===== src/rtl/nsp_pkg.sv =====
package nsp_pkg;
	localparam int MAX_SPEAKERS = 64;
	localparam int IDX_W        = 6;
	localparam int CNT_W        = 7;
	localparam int ANGLE_BITS   = 16;
	localparam int FRAC_BITS    = ANGLE_BITS - 7;
	localparam int LEN_W        = 21;
	localparam int POS_W        = 20;
	localparam int SAMP_W       = 24;
	localparam int ADDR_W       = 26;
	localparam int TRIG_W       = 17;
	localparam int COS_W        = 64;

	localparam logic OP_LOAD = 1'b0;
	localparam logic OP_PAN  = 1'b1;

	localparam logic CFG_NUM_SPEAKERS = 1'b0;
	localparam logic CFG_RESP_LENGTH  = 1'b1;

	typedef logic [ANGLE_BITS-1:0] angle_t;
	typedef logic signed [TRIG_W-1:0] trig_t;

	// One item moving down the speaker chain
	typedef struct packed {
		logic                     vld;
		logic                     ld;
		logic [IDX_W-1:0]         widx;
		logic                     found;
		logic [IDX_W-1:0]         best;
		logic signed [COS_W-1:0]  best_c;
		trig_t                    se0;
		trig_t                    ce0;
		angle_t                   az0;
		logic signed [SAMP_W-1:0] samp;
		logic [POS_W-1:0]         pos;
	} lane_t;

	// Quarter-wave sine table, Q15 with one at 32768
	function automatic logic [16:0] sine_tab(input logic [5:0] i);
		logic [16:0] v;
		unique case (i)
			6'd0: v = 17'd0;       6'd1: v = 17'd1608;   6'd2: v = 17'd3212;
			6'd3: v = 17'd4808;    6'd4: v = 17'd6393;   6'd5: v = 17'd7962;
			6'd6: v = 17'd9512;    6'd7: v = 17'd11039;  6'd8: v = 17'd12540;
			6'd9: v = 17'd14010;   6'd10: v = 17'd15447; 6'd11: v = 17'd16846;
			6'd12: v = 17'd18205;  6'd13: v = 17'd19520; 6'd14: v = 17'd20788;
			6'd15: v = 17'd22006;  6'd16: v = 17'd23170; 6'd17: v = 17'd24279;
			6'd18: v = 17'd25330;  6'd19: v = 17'd26320; 6'd20: v = 17'd27246;
			6'd21: v = 17'd28106;  6'd22: v = 17'd28899; 6'd23: v = 17'd29622;
			6'd24: v = 17'd30274;  6'd25: v = 17'd30853; 6'd26: v = 17'd31357;
			6'd27: v = 17'd31786;  6'd28: v = 17'd32138; 6'd29: v = 17'd32413;
			6'd30: v = 17'd32610;  6'd31: v = 17'd32729;
			default: v = 17'd32768;
		endcase
		return v;
	endfunction

	function automatic logic [16:0] quarter_sine(input logic [ANGLE_BITS-2:0] x);
		logic [ANGLE_BITS-2-FRAC_BITS:0] i;
		logic [FRAC_BITS-1:0]            f;
		logic [16:0]                     a;
		logic [16:0]                     d;
		logic [16+FRAC_BITS:0]           p;
		i = x[ANGLE_BITS-2:FRAC_BITS];
		f = x[FRAC_BITS-1:0];
		a = sine_tab(6'(i));
		d = sine_tab(6'(i) + 6'd1) - a;
		p = (FRAC_BITS+17)'(d) * (FRAC_BITS+17)'(f);
		return a + 17'(p >> FRAC_BITS);
	endfunction

	function automatic trig_t sine_of(input angle_t ph);
		logic [ANGLE_BITS-1:0] r;
		logic [ANGLE_BITS-2:0] m;
		logic [16:0]           s;
		r = {2'b00, ph[ANGLE_BITS-3:0]};
		if (ph[ANGLE_BITS-2]) begin
			r = (ANGLE_BITS)'(1 << (ANGLE_BITS-2)) - r;
		end
		if (r[ANGLE_BITS-2]) begin
			s = 17'd32768;
		end else begin
			m = r[ANGLE_BITS-2:0];
			s = quarter_sine(m);
		end
		return ph[ANGLE_BITS-1] ? -$signed(s) : $signed(s);
	endfunction

	function automatic trig_t cosine_of(input angle_t ph);
		return sine_of(ph + angle_t'(1 << (ANGLE_BITS-2)));
	endfunction
endpackage


===== src/rtl/nsp_front.sv =====
// Entry stage: trig of the item elevation
module nsp_front import nsp_pkg::*; (
	input  logic                     clk,
	input  logic                     arst_n,
	input  logic                     adv,
	input  logic                     in_vld,
	input  logic                     in_ld,
	input  logic [IDX_W-1:0]         widx,
	input  angle_t                   az,
	input  angle_t                   el,
	input  logic signed [SAMP_W-1:0] samp,
	input  logic [POS_W-1:0]         pos,
	output lane_t                    lane_s1
);
	lane_t lane_n;

	// Build the lane entry; load items carry their speaker trig down the chain
	always_comb begin
		lane_n      = '0;
		lane_n.vld  = in_vld;
		lane_n.ld   = in_ld;
		lane_n.widx = widx;
		lane_n.se0  = sine_of(el);
		lane_n.ce0  = cosine_of(el);
		lane_n.az0  = az;
		lane_n.samp = samp;
		lane_n.pos  = pos;
	end

	// Launch the item into the chain
	always_ff @(posedge clk or negedge arst_n) begin
		if (!arst_n) begin
			lane_s1 <= '0;
		end else if (adv) begin
			lane_s1 <= lane_n;
		end
	end
endmodule


===== config.mk =====
export PLATFORM = sky130hd
export DESIGN_NAME = nsp_front
export DESIGN_NICKNAME = d
export VERILOG_FILES = /design/src/rtl/nsp_pkg.sv /design/src/rtl/nsp_front.sv
export SDC_FILE = /design/constraint.sdc
export NUM_CORES = 1
export LEC_CHECK = 0
export BUFFER_PORTS_ARGS = -buffer_cell sky130_fd_sc_hd__buf_2
export CAP_MARGIN = 20
export CELL_PAD_IN_SITES_DETAIL_PLACEMENT = 1
export CELL_PAD_IN_SITES_GLOBAL_PLACEMENT = 2
export CORE_MARGIN = 1.5
export CORE_UTILIZATION = 33
export DETAILED_ROUTE_END_ITERATION = 8
export GPL_ROUTABILITY_DRIVEN = 0
export PLACE_DENSITY_LB_ADDON = 0.1
export SLEW_MARGIN = 30
export SYNTH_ARGS = -nofsm -noshare
export SYNTH_HDL_FRONTEND = slang
export SYNTH_SLANG_ARGS = --single-unit

===== constraint.sdc =====
create_clock -name clk -period 0.85 [get_ports clk]
set_clock_uncertainty 0.2 [all_clocks]
set_input_delay 0.17 -clock clk [delete_from_list [all_inputs] [get_ports clk]]
set_output_delay 0.17 -clock clk [all_outputs]
set_load 0.03 [all_outputs]

==> metrics <==
status=complete, but fails checks; failing checks=negative hold slack, negative setup slack; Area contributors post-synth=fa_1 21%, dfrtp_1 12%, ha_1 11%; cell family with most CP delay=compound AO/OA/AOI/OAI gates; Tot GR Track Use=0.255; layout net count=4,049; async set-or-reset flop fraction in the synthesized netlist=1.00; DRT Pass-1 Iters=5; Worst Path Buf+Inv=13; WHS Path Cells=2; CP Depth=58; reg-to-reg startpoint=lane_s1[58]; total grt overflow=0; EDFF count, synth=0; Regs by FF count=lane_s1 (102); cts bufs inserted=9; Most flops, register=lane_s1; Critical Path RT=slightly below 0.9 ns; placed cell count=4,246; yosys warns=0; Layout area overhead=57.4%; Yosys top cell by area=fa_1; antenna-violating nets left=0; drc violations=0; CP Capture Type=flip-flop; CTS sink cnt=approximately 100; Post-synth top flop=dfrtp_1; hold wc startpoint=widx[4]; fmax=88.6 MHz; fin crit share=13.3; Setup crit start=el[1]; count of final hold-check violations=slightly below 70; Worst Hold Class=input port to flip-flop; Hold WS=-0.158 ns; most common cell in the netlist=inv_1; dpl hpwl=around 70,000 um; H-tree depth=3; first-pass GRT wire length=131,000 um; setup ws final=-10.44 ns; dpl ws=-11.07 ns; row cnt=91; Mapped Area=around 0.021 mm2; setup TNS=-377.99 ns; Endpoint, Worst Hold=lane_s1[169]; Max Cap Viol=0; diode count=0; Ports=between 200 and 300; FF-to-FF path depth=2; WS Path Type=input port to flip-flop; Initial Util=0.336; Worst slew margin=0.520; Commonest cells post-synth=336 x inv_1, 306 x nor2_1, 250 x nand2_1; max reg flops=102; number of global-route vias before repair=24.3k; Cells after Synth=about 2.6k; total number of vias=22.3k; drt total wl=just under 90,000 um; Hold Buf Count CTS=1; Die W=254 um; Crit Reg-Reg Endpoint=lane_s1[58]; CTS Root Cell=clkbuf_16; Max Transition Viols Final=0; clock tree from TritonCTS=done; Reg2Reg Setup Slack=-0.30 ns; RSZ-0062 raised after global routing=true; I/O Buffers=188; Yosys reg bits=102; WL per Instance=roughly 20 um; total die area=0.0646 mm2; Non-Filler Instances=4,412; CP Max Fanout=6; core footprint=0.0621 mm2; Post-Route Utilization=0.528; Final Critical Period=11.29 ns; layout cell share with drive strength beyond 1=0.455; Worst Setup Start Kind=input port; Longest Clk Path Bufs=2; Crit-path slowest cell=fa_1; initial antenna violation count=1; register area share after synthesis=0.123; Worst-Margin Slew=0.716 ns; largest net degree at the start of global routing=38; Final setup viols=204; post-synth top area share=0.206; Iteration-0 DRC Markers=approximately 1,000; Worst-Skew Late Latency=between 0.3 and 0.4 ns; syn_area_per_cell=7.97 um2; CP arrival=11.32 ns; Synth cell types=88; Die Height=254 um; clock-pin slew on the worst setup and hold paths=0.08 ns; routed vias/inst=around 5.1; CP max stage delay=around 0.54 ns
cell type report:
cell class	count	area [um2]
clock inverter	4	31.3
multi-input combinational	2055	18800
clock buffer	12	246
tap	837	1050
sequential	102	2640
fill	7364	29300
timing repair buffer	1064	8680
inverter	338	1280
placed cells by master, fill, tap and decap left out, types with 29 or more instances in the layout:
master and count:
dfrtp_1 31, conb_1 71, ha_4 39, nor3_1 46
inv_1 298, nor2_1 274, inv_2 35, buf_4 790
o21ai_0 66, nand2b_1 36, fa_1 207, a21oi_1 111
nand2_1 221, mux2_4 62, xor2_1 46, nand3_1 40
dfrtp_2 71, o21ai_1 29, buf_2 82, ha_1 133
xnor2_1 45, buf_6 168, a21o_1 29, xnor2_2 30
worst max-delay path by stage:
stage / to / slack [ns]
after floorplan: lane_s1[75] / -10.32
after detailed placement: lane_s1[93] / -11.07
final: lane_s1[93] / -10.44
after global routing: lane_s1[93] / -10.78
after CTS: lane_s1[76] / -10.17
after global placement: lane_s1[93] / -10.78
metrics by stage:
stage          cell area, um2  hold WS [ns]
2_1_floorplan           22200        -0.326
3_3_place_gp            28500       -0.0108
3_5_place_dp            28500      -0.00754
4_1_cts                 30700        -0.173
5_1_grt                 32800        -0.163
6_report                32800        -0.158
cells by family after synthesis:
logic type / count (synthesis) / synth area share
flops: 102 / 0.123
mux: 81 / 0.0442
simple gates: 840 / 0.184
other cells: 1 / 0.000180
compound gates: 528 / 0.164
fa+ha+maj: 392 / 0.313
xor+xnor: 143 / 0.0634
buf+inv: 528 / 0.110
timing repair:
item | in CTS | in global routing
gates cloned | 0 | 1
endpoints found under the setup margin | 204 | 218
gates resized for setup | 332 | 412
endpoints found under the hold margin | 172 | 68
pin swaps | 173 | 181
buffers inserted | 76 | 83
routing by layer:
metal | part of all wire | vias to the layer above | global-route usage | routed length (um)
met5 | 0.00017 | - | 0 | 15
met4 | 0.037 | 2 | 0.0825 | 3200
met3 | 0.022 | 127 | 0.0155 | 1910
met2 | 0.53 | 389 | 0.475 | 46400
met1 | 0.41 | 11300 | 0.312 | 35300
li1 | - | 10400 | - | -
Power is left out: the tool's default activity adds up to more than one toggle a clock period on the data nets, which glitch-free logic cannot reach.
