**src/rtl/nsp_pkg.sv**
```systemverilog
package nsp_pkg;
	localparam int MAX_SPEAKERS = 64;
	localparam int IDX_W        = 6;
	localparam int CNT_W        = 7;
	localparam int ANGLE_BITS   = 16;
	localparam int FRAC_BITS    = ANGLE_BITS - 7;
	localparam int LEN_W        = 21;
	localparam int POS_W        = 20;
	localparam int SAMP_W       = 24;
	localparam int ADDR_W       = 26;
	localparam int TRIG_W       = 17;
	localparam int COS_W        = 64;

	localparam logic OP_LOAD = 1'b0;
	localparam logic OP_PAN  = 1'b1;

	localparam logic CFG_NUM_SPEAKERS = 1'b0;
	localparam logic CFG_RESP_LENGTH  = 1'b1;

	typedef logic [ANGLE_BITS-1:0] angle_t;
	typedef logic signed [TRIG_W-1:0] trig_t;

	// One item moving down the speaker chain
	typedef struct packed {
		logic                     vld;
		logic                     ld;
		logic [IDX_W-1:0]         widx;
		logic                     found;
		logic [IDX_W-1:0]         best;
		logic signed [COS_W-1:0]  best_c;
		trig_t                    se0;
		trig_t                    ce0;
		angle_t                   az0;
		logic signed [SAMP_W-1:0] samp;
		logic [POS_W-1:0]         pos;
	} lane_t;

	// Quarter-wave sine table, Q15 with one at 32768
	function automatic logic [16:0] sine_tab(input logic [5:0] i);
		logic [16:0] v;
		unique case (i)
			6'd0: v = 17'd0;       6'd1: v = 17'd1608;   6'd2: v = 17'd3212;
			6'd3: v = 17'd4808;    6'd4: v = 17'd6393;   6'd5: v = 17'd7962;
			6'd6: v = 17'd9512;    6'd7: v = 17'd11039;  6'd8: v = 17'd12540;
			6'd9: v = 17'd14010;   6'd10: v = 17'd15447; 6'd11: v = 17'd16846;
			6'd12: v = 17'd18205;  6'd13: v = 17'd19520; 6'd14: v = 17'd20788;
			6'd15: v = 17'd22006;  6'd16: v = 17'd23170; 6'd17: v = 17'd24279;
			6'd18: v = 17'd25330;  6'd19: v = 17'd26320; 6'd20: v = 17'd27246;
			6'd21: v = 17'd28106;  6'd22: v = 17'd28899; 6'd23: v = 17'd29622;
			6'd24: v = 17'd30274;  6'd25: v = 17'd30853; 6'd26: v = 17'd31357;
			6'd27: v = 17'd31786;  6'd28: v = 17'd32138; 6'd29: v = 17'd32413;
			6'd30: v = 17'd32610;  6'd31: v = 17'd32729;
			default: v = 17'd32768;
		endcase
		return v;
	endfunction

	function automatic logic [16:0] quarter_sine(input logic [ANGLE_BITS-2:0] x);
		logic [ANGLE_BITS-2-FRAC_BITS:0] i;
		logic [FRAC_BITS-1:0]            f;
		logic [16:0]                     a;
		logic [16:0]                     d;
		logic [16+FRAC_BITS:0]           p;
		i = x[ANGLE_BITS-2:FRAC_BITS];
		f = x[FRAC_BITS-1:0];
		a = sine_tab(6'(i));
		d = sine_tab(6'(i) + 6'd1) - a;
		p = (FRAC_BITS+17)'(d) * (FRAC_BITS+17)'(f);
		return a + 17'(p >> FRAC_BITS);
	endfunction

	function automatic trig_t sine_of(input angle_t ph);
		logic [ANGLE_BITS-1:0] r;
		logic [ANGLE_BITS-2:0] m;
		logic [16:0]           s;
		r = {2'b00, ph[ANGLE_BITS-3:0]};
		if (ph[ANGLE_BITS-2]) begin
			r = (ANGLE_BITS)'(1 << (ANGLE_BITS-2)) - r;
		end
		if (r[ANGLE_BITS-2]) begin
			s = 17'd32768;
		end else begin
			m = r[ANGLE_BITS-2:0];
			s = quarter_sine(m);
		end
		return ph[ANGLE_BITS-1] ? -$signed(s) : $signed(s);
	endfunction

	function automatic trig_t cosine_of(input angle_t ph);
		return sine_of(ph + angle_t'(1 << (ANGLE_BITS-2)));
	endfunction
endpackage

```
**src/rtl/nsp_back.sv**
```systemverilog
// Exit stages: address multiply, then the output register
module nsp_back import nsp_pkg::*; (
	input  logic                     clk,
	input  logic                     arst_n,
	input  logic                     adv,
	input  lane_t                    lane_in,
	input  logic [LEN_W-1:0]         len,
	output logic                     out_vld,
	output logic [IDX_W-1:0]         ch,
	output logic signed [SAMP_W-1:0] samp,
	output logic [POS_W-1:0]         pos,
	output logic [ADDR_W-1:0]        addr
);
	logic                     vld_s1;
	logic [IDX_W-1:0]         ch_s1;
	logic signed [SAMP_W-1:0] samp_s1;
	logic [POS_W-1:0]         pos_s1;
	logic [ADDR_W-1:0]        prod_s1;

	always_ff @(posedge clk or negedge arst_n) begin
		if (!arst_n) begin
			vld_s1  <= 1'b0;
			out_vld <= 1'b0;
		end else if (adv) begin
			vld_s1  <= lane_in.vld;
			out_vld <= vld_s1;
		end
	end

	// Multiply then add position
	always_ff @(posedge clk) begin
		if (adv) begin
			ch_s1   <= lane_in.best;
			samp_s1 <= lane_in.samp;
			pos_s1  <= lane_in.pos;
			prod_s1 <= ADDR_W'((IDX_W+LEN_W)'(lane_in.best) * (IDX_W+LEN_W)'(len));
			ch      <= ch_s1;
			samp    <= samp_s1;
			pos     <= pos_s1;
			addr    <= prod_s1 + ADDR_W'(pos_s1);
		end
	end
endmodule

```
**config.mk**
```make
export PLATFORM = sky130hd
export DESIGN_NAME = nsp_back
export DESIGN_NICKNAME = d
export VERILOG_FILES = /design/src/rtl/nsp_pkg.sv /design/src/rtl/nsp_back.sv
export SDC_FILE = /design/constraint.sdc
export NUM_CORES = 1
export LEC_CHECK = 0
export ABC_AREA = 0
export BUFFER_PORTS_ARGS = -buffer_cell sky130_fd_sc_hd__buf_2
export CORE_MARGIN = 2
export CORE_UTILIZATION = 53
export CTS_CLUSTER_DIAMETER = 150
export DETAILED_ROUTE_END_ITERATION = 7
export PLACE_DENSITY = 0.86
export SKIP_LAST_GASP = 1
export SYNTH_ARGS = -nofsm -noshare
export SYNTH_HDL_FRONTEND = slang
export SYNTH_SLANG_ARGS = --single-unit
```
**constraint.sdc**
```tcl
create_clock -name clk -period 2.9 [get_ports clk]
set_input_delay 0.145 -clock clk [delete_from_list [all_inputs] [get_ports clk]]
set_output_delay 0.145 -clock clk [all_outputs]
set_load 0.01 [all_outputs]
```
==> impl_metrics.tcl, run 1 <==
set metrics [dict create \
    fmax_mhz 281 \
    dieArea_mm2 0.0195 \
    setup_tns_ns -6.93 \
    yosys_register_bits 154 \
    total_power_mw 11.3 \
    drv_cap 0 \
    yosysSeqAreaShare_pct 47.3 \
    port-buffer-count 151 \
    yosysUniqueCellTypes 49 \
    vias 7082 \
    power.switching_mw 3.93 \
    hold_path.class "input pin to asynchronous set/reset pin" \
    cp_max_fo 6 \
    max-vdd-ir-drop_v 0.000545 \
    seqPwrFrac_pct 29.2 \
    syn_nets 1128 \
    crit_type "input pin to flip-flop" \
    vias_per_cell 5.33 \
    dr.max_layer_used "met4" \
    cts.sinks 154 \
    drc 0 \
    post-route-min-period_ns 3.55 \
    status "finished with violations" \
    cts_buffers 17 \
    grt_pass1_wl_um 34900 \
    p_sw_share_pct 34.9 \
    fin_cells 1329 \
    fin_nets 1415 \
    cp_slowest_cell "fa_1" \
    wl_per_cell_um 17.0 \
    fin_ws_ns -0.654 \
    placed_area_mm2 0.0115 \
    clock-root-buffer "clkbuf_16" \
    violations "negative setup slack" \
    final_cell_mix "edfxtp_1 (152), buf_2 (138), inv_1 (97)" \
    cts_tree "built" \
    grt_pass1_vias 7297 \
    crit_buf_inv 3 \
    clk_latency_ns 0.42 \
    rsz0062_at_grt "yes" \
    drt-total-wl_um 22500 \
    dp.cells 1238 \
    first_iter_violations 415 \
    routabilityCongestion 0.880 \
    worst_pin_slew_ns 0.784 \
    crit_top_cell "fa_1" \
    dp_slack_ns -1.17 \
    fin_area_mm2 0.0132 \
    p_int_mw 7.33 \
    dr.pass1.iters 5 \
    drive_gt1_share_pct 33.5 \
    wl_met3_um 1360 \
    final-hold-violation-count 0 \
    grt.overflow.total 0 \
    crit_family "adder cells" \
    cp-start-kind "input pin" \
    pwr-share-clk_pct 21.3 \
    m1WireLength_um 9340 \
    synth-main-ff-cell "edfxtp_1" \
    synth_area_mm2 0.00975 \
    final_util_pct 73.3 \
    combPwrFrac_pct 49.5 \
    antenna_left 0 \
    yosysWarnings 0 \
    grt_usage_pct 22.5 \
    min_period_over_period_pct 123 \
    crit_path_max_incr_delay_ns 0.52 \
    wl_met2_um 11100 \
    final_common_cell "edfxtp_1" \
    die_h_um 140 \
    power.density_mw_per_mm2 853 \
    area_delta_synth_final_pct 35.5 \
    relSlewSlack_pct 47.7 \
    setup_violations 17 \
    clk_pin_slew_ns 0.06 \
    crit_chain "buf_2 -> and2_1 -> fa_1 -> fa_1 -> inv_2 -> fa_1 -> inv_2 -> ha_4 -> a21oi_4 -> nor3b_2 -> o31a_1 -> o31a_1 -> a21o_1 -> a21oi_2 -> o211ai_1" \
    end_kind "flip-flop" \
    whs_ns 0.0629 \
    core_mm2 0.0180 \
    post-dp-hpwl_um 15200 \
    fin_skew_ns 0.00645 \
    clockBufferDepth 2 \
    diodes 0 \
    initial_core_util_pct 54.1 \
    htreeDepth 4 \
    antenna_found_initial 0 \
    slew_viol_final 0 \
    synth_edf_count 152 \
    io_pins 274 \
    die_x_um 140 \
    syn_inst 800 \
    cp_data_arrival_time_ns 3.71 \
    async_flop_share_pct 1.30 \
    required_ns 3.05 \
    avgSynthCellArea_um2 12.2 \
    placementRows 49 \
    grt_max_degree 86 \
    p_leak_nw 5.83 \
]
[final timing paths]
kind | start | endpoint | slack, ns | cells after the start
min | arst_n | vld_s1 | 0.06 | 2
max in group asynchronous | arst_n | out_vld | 2.74 | 2
min in group clk | lane_in[162] | ch_s1[4] | 0.08 | 1
max reg2reg | pos_s1[0] | addr[22] | 0.19 | 10
min reg2reg | samp_s1[23] | samp[23] | 0.41 | 0
max | len[7] | prod_s1[25] | -0.65 | 15
[cell usage after synthesis, types with 2 or more instances]
| cell | number | area (µm²) |
|---|---|---|
| nand2_1 | 35 | 131 |
| mux2i_1 | 2 | 20.0 |
| a211o_1 | 4 | 35.0 |
| dfrtp_1 | 2 | 50.1 |
| o31a_1 | 2 | 17.5 |
| a31oi_1 | 4 | 25.0 |
| o211ai_1 | 4 | 30.0 |
| o21a_1 | 4 | 30.0 |
| mux2_2 | 2 | 22.5 |
| a221oi_1 | 2 | 17.5 |
| and3_1 | 8 | 50.1 |
| a21oi_1 | 36 | 180 |
| nor4_1 | 2 | 12.5 |
| a311oi_1 | 2 | 17.5 |
| nand3_1 | 9 | 45.0 |
| xnor2_1 | 25 | 219 |
| a211oi_1 | 6 | 45.0 |
| fa_1 | 77 | 1540 |
| nand4_1 | 6 | 37.5 |
| nor3_1 | 7 | 35.0 |
| or2_2 | 2 | 12.5 |
| a21o_1 | 19 | 143 |
| nand2b_1 | 5 | 31.3 |
| nor2_1 | 21 | 78.8 |
| edfxtp_1 | 152 | 4560 |
| clkbuf_1 | 19 | 71.3 |
| xor2_1 | 17 | 149 |
| o21bai_1 | 2 | 15.0 |
| a21oi_2 | 2 | 17.5 |
| inv_1 | 107 | 402 |
| o31ai_1 | 2 | 15.0 |
| nor2b_1 | 8 | 50.1 |
| and2_1 | 117 | 732 |
| ha_1 | 54 | 676 |
| o21ai_1 | 2 | 10.0 |
| o21ai_0 | 19 | 95.1 |
[registers in the layout, indices dropped and copies added, names as in the netlist]
signal,cells
prod_s1,26
ch,6
pos_s1,20
ch_s1,6
vld_s1,1
samp,24
addr,26
out_vld,1
pos,20
samp_s1,24
[cell families (layout without fill, tap and decap cells)]
| group | after synthesis | count (layout) | synth area share, % |
|---|---|---|---|
| and+or+nand+nor | 223 | 223 | 12.7 |
| xor gates and xnor gates | 42 | 42 | 3.77 |
| adders and majority gates | 131 | 131 | 22.7 |
| buffers and inverters | 126 | 426 | 4.85 |
| muxes | 4 | 4 | 0.436 |
| AOI/OAI and AO/OA | 120 | 120 | 8.19 |
| DFF | 154 | 154 | 47.3 |
[layout make-up]
class | instances | area (µm²)
multi-input combinational | 520 | 5120
sequential | 154 | 4610
tap | 229 | 287
fill | 1159 | 4820
clock buffer | 18 | 439
inverter | 107 | 402
clock inverter | 14 | 210
timing repair buffer | 287 | 2130
[repair_timing]
action,4_1_cts,5_1_grt
gates resized for setup,50,71
endpoints found under the hold margin,47,0
hold buffers,46,0
endpoints found under the setup margin,18,20
gates cloned,3,0
pin swaps,38,57
setup buffers,6,6
[per-layer routing]
metal	GRT usage (%)	vias up
met5	0	-
met4	10.1	0
met3	4.34	59
met2	37.7	273
met1	28.6	3450
li1	-	3300
[power by group through the flow]
stage	sequential, mW	clock [mW]	combinational [mW]
detailed placement	3.34	0	4.59
global route	3.34	2.52	6.08
global placement	3.32	0	4.45
floorplan	3.42	0	2.99
finish	3.29	2.40	5.57
CTS	3.30	2.42	4.96
(Power assumes the default switching activity.)
==> run 2, diff against run 1 <==
--- a/config.mk
+++ b/config.mk
@@ -12,7 +12,6 @@
 export CTS_CLUSTER_DIAMETER = 150
 export DETAILED_ROUTE_END_ITERATION = 7
 export PLACE_DENSITY = 0.86
-export SKIP_LAST_GASP = 1
 export SYNTH_ARGS = -nofsm -noshare
 export SYNTH_HDL_FRONTEND = slang
 export SYNTH_SLANG_ARGS = --single-unit
==> impl_metrics.tcl, run 2 (synthesized netlist as in run 1, its figures left out) <==
set metrics [dict create \
    final-hold-violation-count 0 \
    cts.sinks 154 \
    cts_buffers 17 \
    die_h_um 140 \
    power.density_mw_per_mm2 851 \
    timing.rr.end "addr[22]" \
    core_mm2 0.0180 \
    htreeDepth 4 \
    antenna_left 0 \
    fin_skew_ns 0.00616 \
    diodes 0 \
    post-route-min-period_ns 3.55 \
    end_kind "flip-flop" \
    initial_core_util_pct 54.1 \
    clk_pin_slew_ns 0.06 \
    routabilityCongestion 0.880 \
    worstSetupEndpoint "prod_s1[25]" \
    slew_viol_final 0 \
    wl_per_cell_um 16.9 \
    fmax_mhz 281 \
    dieArea_mm2 0.0195 \
    relSlewSlack_pct 48.2 \
    cp_slowest_cell "fa_1" \
    ff2ff_path_depth 10 \
    violations "negative setup slack" \
    drc 0 \
    status "finished with violations" \
    die_x_um 140 \
    clk_latency_ns 0.42 \
    setup_violations 17 \
    grt_max_degree 86 \
    cp_data_arrival_time_ns 3.70 \
    hold_path.class "input pin to asynchronous set/reset pin" \
    area_delta_synth_final_pct 35.8 \
    first_iter_violations 371 \
    port-buffer-count 151 \
    crit_buf_inv 3 \
    critical_path_depth 15 \
    crit_chain "buf_2 -> and2_1 -> fa_1 -> fa_1 -> inv_1 -> fa_1 -> inv_1 -> ha_4 -> nand3_1 -> nand2_1 -> o31a_1 -> o31a_1 -> a21o_1 -> a21oi_2 -> o211ai_1" \
    clock-root-buffer "clkbuf_16" \
    fin_ws_ns -0.654 \
    crit_start "len[7]" \
    drv_cap 0 \
    placementRows 49 \
    worst_pin_slew_ns 0.777 \
    grt_usage_pct 22.5 \
    dp_slack_ns -1.17 \
    crit_family "adder cells" \
    dr.pass1.iters 6 \
    biggestRegsByFlops "addr (26), prod_s1 (26)" \
    post-dp-hpwl_um 15200 \
    setup_tns_ns -6.83 \
    max-vdd-ir-drop_v 0.000544 \
    crit_path_max_incr_delay_ns 0.55 \
    grt_pass1_vias 7297 \
    vias 7065 \
    grt_pass1_wl_um 34900 \
    reg2reg_from "pos_s1[0]" \
    min_period_over_period_pct 123 \
    io_pins 274 \
    cp-start-kind "input pin" \
    cp_max_fo 6 \
    final_common_cell "edfxtp_1" \
    grt.overflow.total 0 \
    drt-total-wl_um 22400 \
    crit_top_cell "fa_1" \
    vias_per_cell 5.32 \
    required_ns 3.05 \
    final_cell_mix "edfxtp_1 (152), buf_2 (138), inv_1 (97)" \
    cts_tree "built" \
    rsz0062_at_grt "yes" \
    crit_type "input pin to flip-flop" \
    reg2reg_slack_ns 0.19 \
    antenna_found_initial 0 \
    fin_nets 1415 \
    drive_gt1_share_pct 33.5 \
    p_leak_nw 5.84 \
    clockBufferDepth 2 \
]
-- run 2: cell count changes in the layout (fill, tap and decap cells not counted) --
| cell | previous run | this run |
|---|---|---|
| buf_4 | 73 | 67 |
| and2_4 | 21 | 22 |
| and2_1 | 96 | 95 |
| o21ai_2 | 8 | 7 |
| buf_6 | 22 | 28 |
| o21ai_4 | 0 | 1 |
-- run 2: worst min path at each step --
stage	endpoint	slack [ns]
2_1_floorplan	out_vld	-0.15
3_3_place_gp	vld_s1	-0.07
3_5_place_dp	vld_s1	-0.06
4_1_cts	vld_s1	0.02
5_1_grt	vld_s1	0.05
6_report	vld_s1	0.06
-- run 2: cell type report --
cell class                 count  area, µm²
clock buffer                  18        439
timing repair buffer         287       2160
inverter                     107        402
multi-input combinational    520       5130
tap                          229        287
fill                        1144       4780
sequential                   154       4610
clock inverter                14        210
-- run 2: repair_timing --
action                                 in CTS  in global routing
cloned                                      3                  0
pin swaps                                  38                 58
hold buffers                               46                  0
endpoints found under the hold margin      47                  0
setup endpoints to repair                  18                 20
resized for setup                          50                 79
buffers inserted                            6                  6
-- run 2: worst reg2reg max path, cell delays in order (launching register included) --
cell	delay [ns]
edfxtp_1	0.41
ha_1	0.26
inv_1	0.08
fa_1	0.19
nor2b_1	0.06
o21a_1	0.19
o21a_1	0.20
o41a_1	0.47
a31oi_4	0.28
o21ai_0	0.15
xor2_1	0.16
-- run 2: per-layer routing --
metal  wire length, µm  track usage, %  part of all wire (%)
met1              9310            28.6                    42
met2             11000            37.7                    49
met3              1350            4.34                   6.0
met4               709            10.1                   3.2
met5                 0               0                     0
-- run 2: stage by stage --
| stage | hold slack [ns] | instances | util (%) | area, µm² | power, mW |
|---|---|---|---|---|---|
| 2_1_floorplan | -0.151 | 800 | - | 9940 | 6.41 |
| 3_3_place_gp | -0.0683 | 1238 | 63.6 | 11500 | 7.77 |
| 3_5_place_dp | -0.0634 | 1238 | 63.6 | 11500 | 7.93 |
| 4_1_cts | 0.0216 | 1325 | 71.7 | 12900 | 10.7 |
| 5_1_grt | 0.0487 | 1329 | 73.5 | 13200 | 11.9 |
| 6_report | 0.0633 | 1329 | 73.5 | 13200 | 11.3 |
-- run 2: report_power, final --
part | total, mW | switching [mW] | internal, mW
Sequential | 3.29 | 0.164 | 3.13
Combinational | 5.58 | 2.85 | 2.73
Clock | 2.39 | 0.906 | 1.49
Total | 11.3 | 3.92 | 7.35
==> run 3, diff against run 2 <==
--- a/config.mk
+++ b/config.mk
@@ -6,7 +6,7 @@
 export NUM_CORES = 1
 export LEC_CHECK = 0
 export ABC_AREA = 0
-export BUFFER_PORTS_ARGS = -buffer_cell sky130_fd_sc_hd__buf_2
+export BUFFER_PORTS_ARGS = -buffer_cell sky130_fd_sc_hd__buf_4
 export CORE_MARGIN = 2
 export CORE_UTILIZATION = 53
 export CTS_CLUSTER_DIAMETER = 150
==> constraint.sdc (replaced) <==
create_clock -name clk -period 3.99 [get_ports clk]
set_input_delay 0.1995 -clock clk [delete_from_list [all_inputs] [get_ports clk]]
set_output_delay 0.1995 -clock clk [all_outputs]
set_load 0.01 [all_outputs]
==> impl_metrics.tcl, run 3 (synthesized netlist as in run 1, its figures left out) <==
set metrics [dict create \
    vias_per_cell 5.20 \
    htreeDepth 4 \
    crit_type "input pin to flip-flop" \
    cts.sinks 154 \
    cp_max_fo 10 \
    drv_cap 0 \
    dr.pass1.iters 5 \
    register_area_mm2 0.00461 \
    io_pins 274 \
    cts_tree "built" \
    power.density_mw_per_mm2 588 \
    die_x_um 140 \
    final-hold-violation-count 0 \
    clock-root-buffer "clkbuf_16" \
    antenna_left 0 \
    routabilityCongestion 0.875 \
    end_kind "flip-flop" \
    multi_input_area_mm2 0.00468 \
    drc 0 \
    p_leak_nw 5.58 \
    clk_latency_ns 0.42 \
    core_mm2 0.0180 \
    fmax_mhz 269 \
    fin_ws_ns 0.276 \
    cp-start-kind "input pin" \
    min_period_over_period_pct 93.1 \
    cts_resized 0 \
    drt-total-wl_um 19800 \
    clockBufferDepth 2 \
    grt_usage_pct 21.1 \
    clk_pin_slew_ns 0.06 \
    cp_data_arrival_time_ns 3.87 \
    dp_slack_ns -0.180 \
    drive_gt1_share_pct 22.5 \
    hold_path.class "input pin to asynchronous set/reset pin" \
    relSlewSlack_pct 34.5 \
    antenna_found_initial 0 \
    worst_pin_slew_ns 0.983 \
    cts_buffers 17 \
    grt_pass1_vias 6756 \
    max-vdd-ir-drop_v 0.000464 \
    fin_nets 1371 \
    whs_ns 0.0937 \
    required_ns 4.14 \
    diodes 0 \
    initial_core_util_pct 54.1 \
    grt.overflow.total 0 \
    rsz0062_at_grt "no" \
    area_delta_synth_final_pct 29.1 \
    port-buffer-count 151 \
    vias 6686 \
    slew_viol_final 0 \
    first_iter_violations 437 \
    final_cell_mix "buf_4 (196), edfxtp_1 (152), and2_1 (117)" \
    fin_skew_ns 0.00957 \
    grt_pass1_wl_um 32900 \
    die_h_um 140 \
    placementRows 49 \
    final_common_cell "buf_4" \
    setup_violations 0 \
    post-dp-hpwl_um 14800 \
    fill_cells 1234 \
    dieArea_mm2 0.0195 \
    wl_per_cell_um 15.4 \
    post-route-min-period_ns 3.71 \
    biggestRegsByFlops "addr (26), prod_s1 (26)" \
    status "completed" \
    total_power_mw 7.41 \
    grt_max_degree 112 \
]
## run 3: changes by cell type in the layout (fill, tap and decap cells not counted), moves of 10 or more
cell and change:
and2_1 +22, buf_6 -27, buf_4 +129, buf_2 -138, inv_1 +10, ha_4 -14
ha_1 +14, inv_2 -10, and2_4 -22
## run 3: critical path, stage by stage
cell	delay, ns
buf_4	0.15
and2_1	0.16
fa_1	0.51
fa_1	0.56
inv_1	0.05
fa_1	0.50
inv_1	0.05
ha_1	0.29
a21oi_1	0.20
nor3b_1	0.08
o31a_1	0.30
o31a_1	0.29
a311oi_1	0.28
nor3_1	0.10
xor2_1	0.16
## run 3: power breakdown
| part | internal (mW) | switching [mW] | total [mW] |
|---|---|---|---|
| Clock | 1.16 | 0.613 | 1.78 |
| Combinational | 1.55 | 1.67 | 3.22 |
| Sequential | 2.28 | 0.128 | 2.41 |
## run 3: metal layers
metal	GRT usage, %	share of wire, %
met3	3.85	5.9
met4	8.11	2.0
met1	27.7	43
met2	35.2	49
met5	0	0
## run 3: cell type report
type	count	share of cell area, %
multi-input combinational	520	37.2
tap	229	2.28
timing repair buffer	243	15.4
clock inverter	10	1.50
inverter	107	3.19
clock buffer	22	3.77
sequential	154	36.7
## run 3: what timing repair did
action | in CTS | in global routing
buffers inserted | 0 | 0
endpoints found under the setup margin | 0 | 0
hold buffers | 46 | 0
hold endpoints to repair | 47 | 0
## run 3: final timing paths
check                      depth (start not counted)           to          from  slack, ns
min                                                2       vld_s1        arst_n       0.09
min in group clk                                   2   prod_s1[0]        len[0]       0.12
max in group asynchronous                          2      out_vld        arst_n       3.81
min reg2reg                                        0     samp[11]   samp_s1[11]       0.41
max                                               15  prod_s1[23]  lane_in[158]       0.28
max reg2reg                                       10     addr[22]     pos_s1[0]       1.17
## run 3: stage by stage
| step | cells | utilization, % | TNS (ns) | area (µm²) |
|---|---|---|---|---|
| global placement | 1207 | 63.6 | -0.431 | 11500 |
| finish | 1285 | 69.8 | 0 | 12600 |
| floorplan | 800 | - | 0 | 9770 |
| global route | 1285 | 69.8 | 0 | 12600 |
| CTS | 1285 | 69.8 | 0 | 12600 |
| detailed placement | 1207 | 63.6 | -0.590 | 11500 |
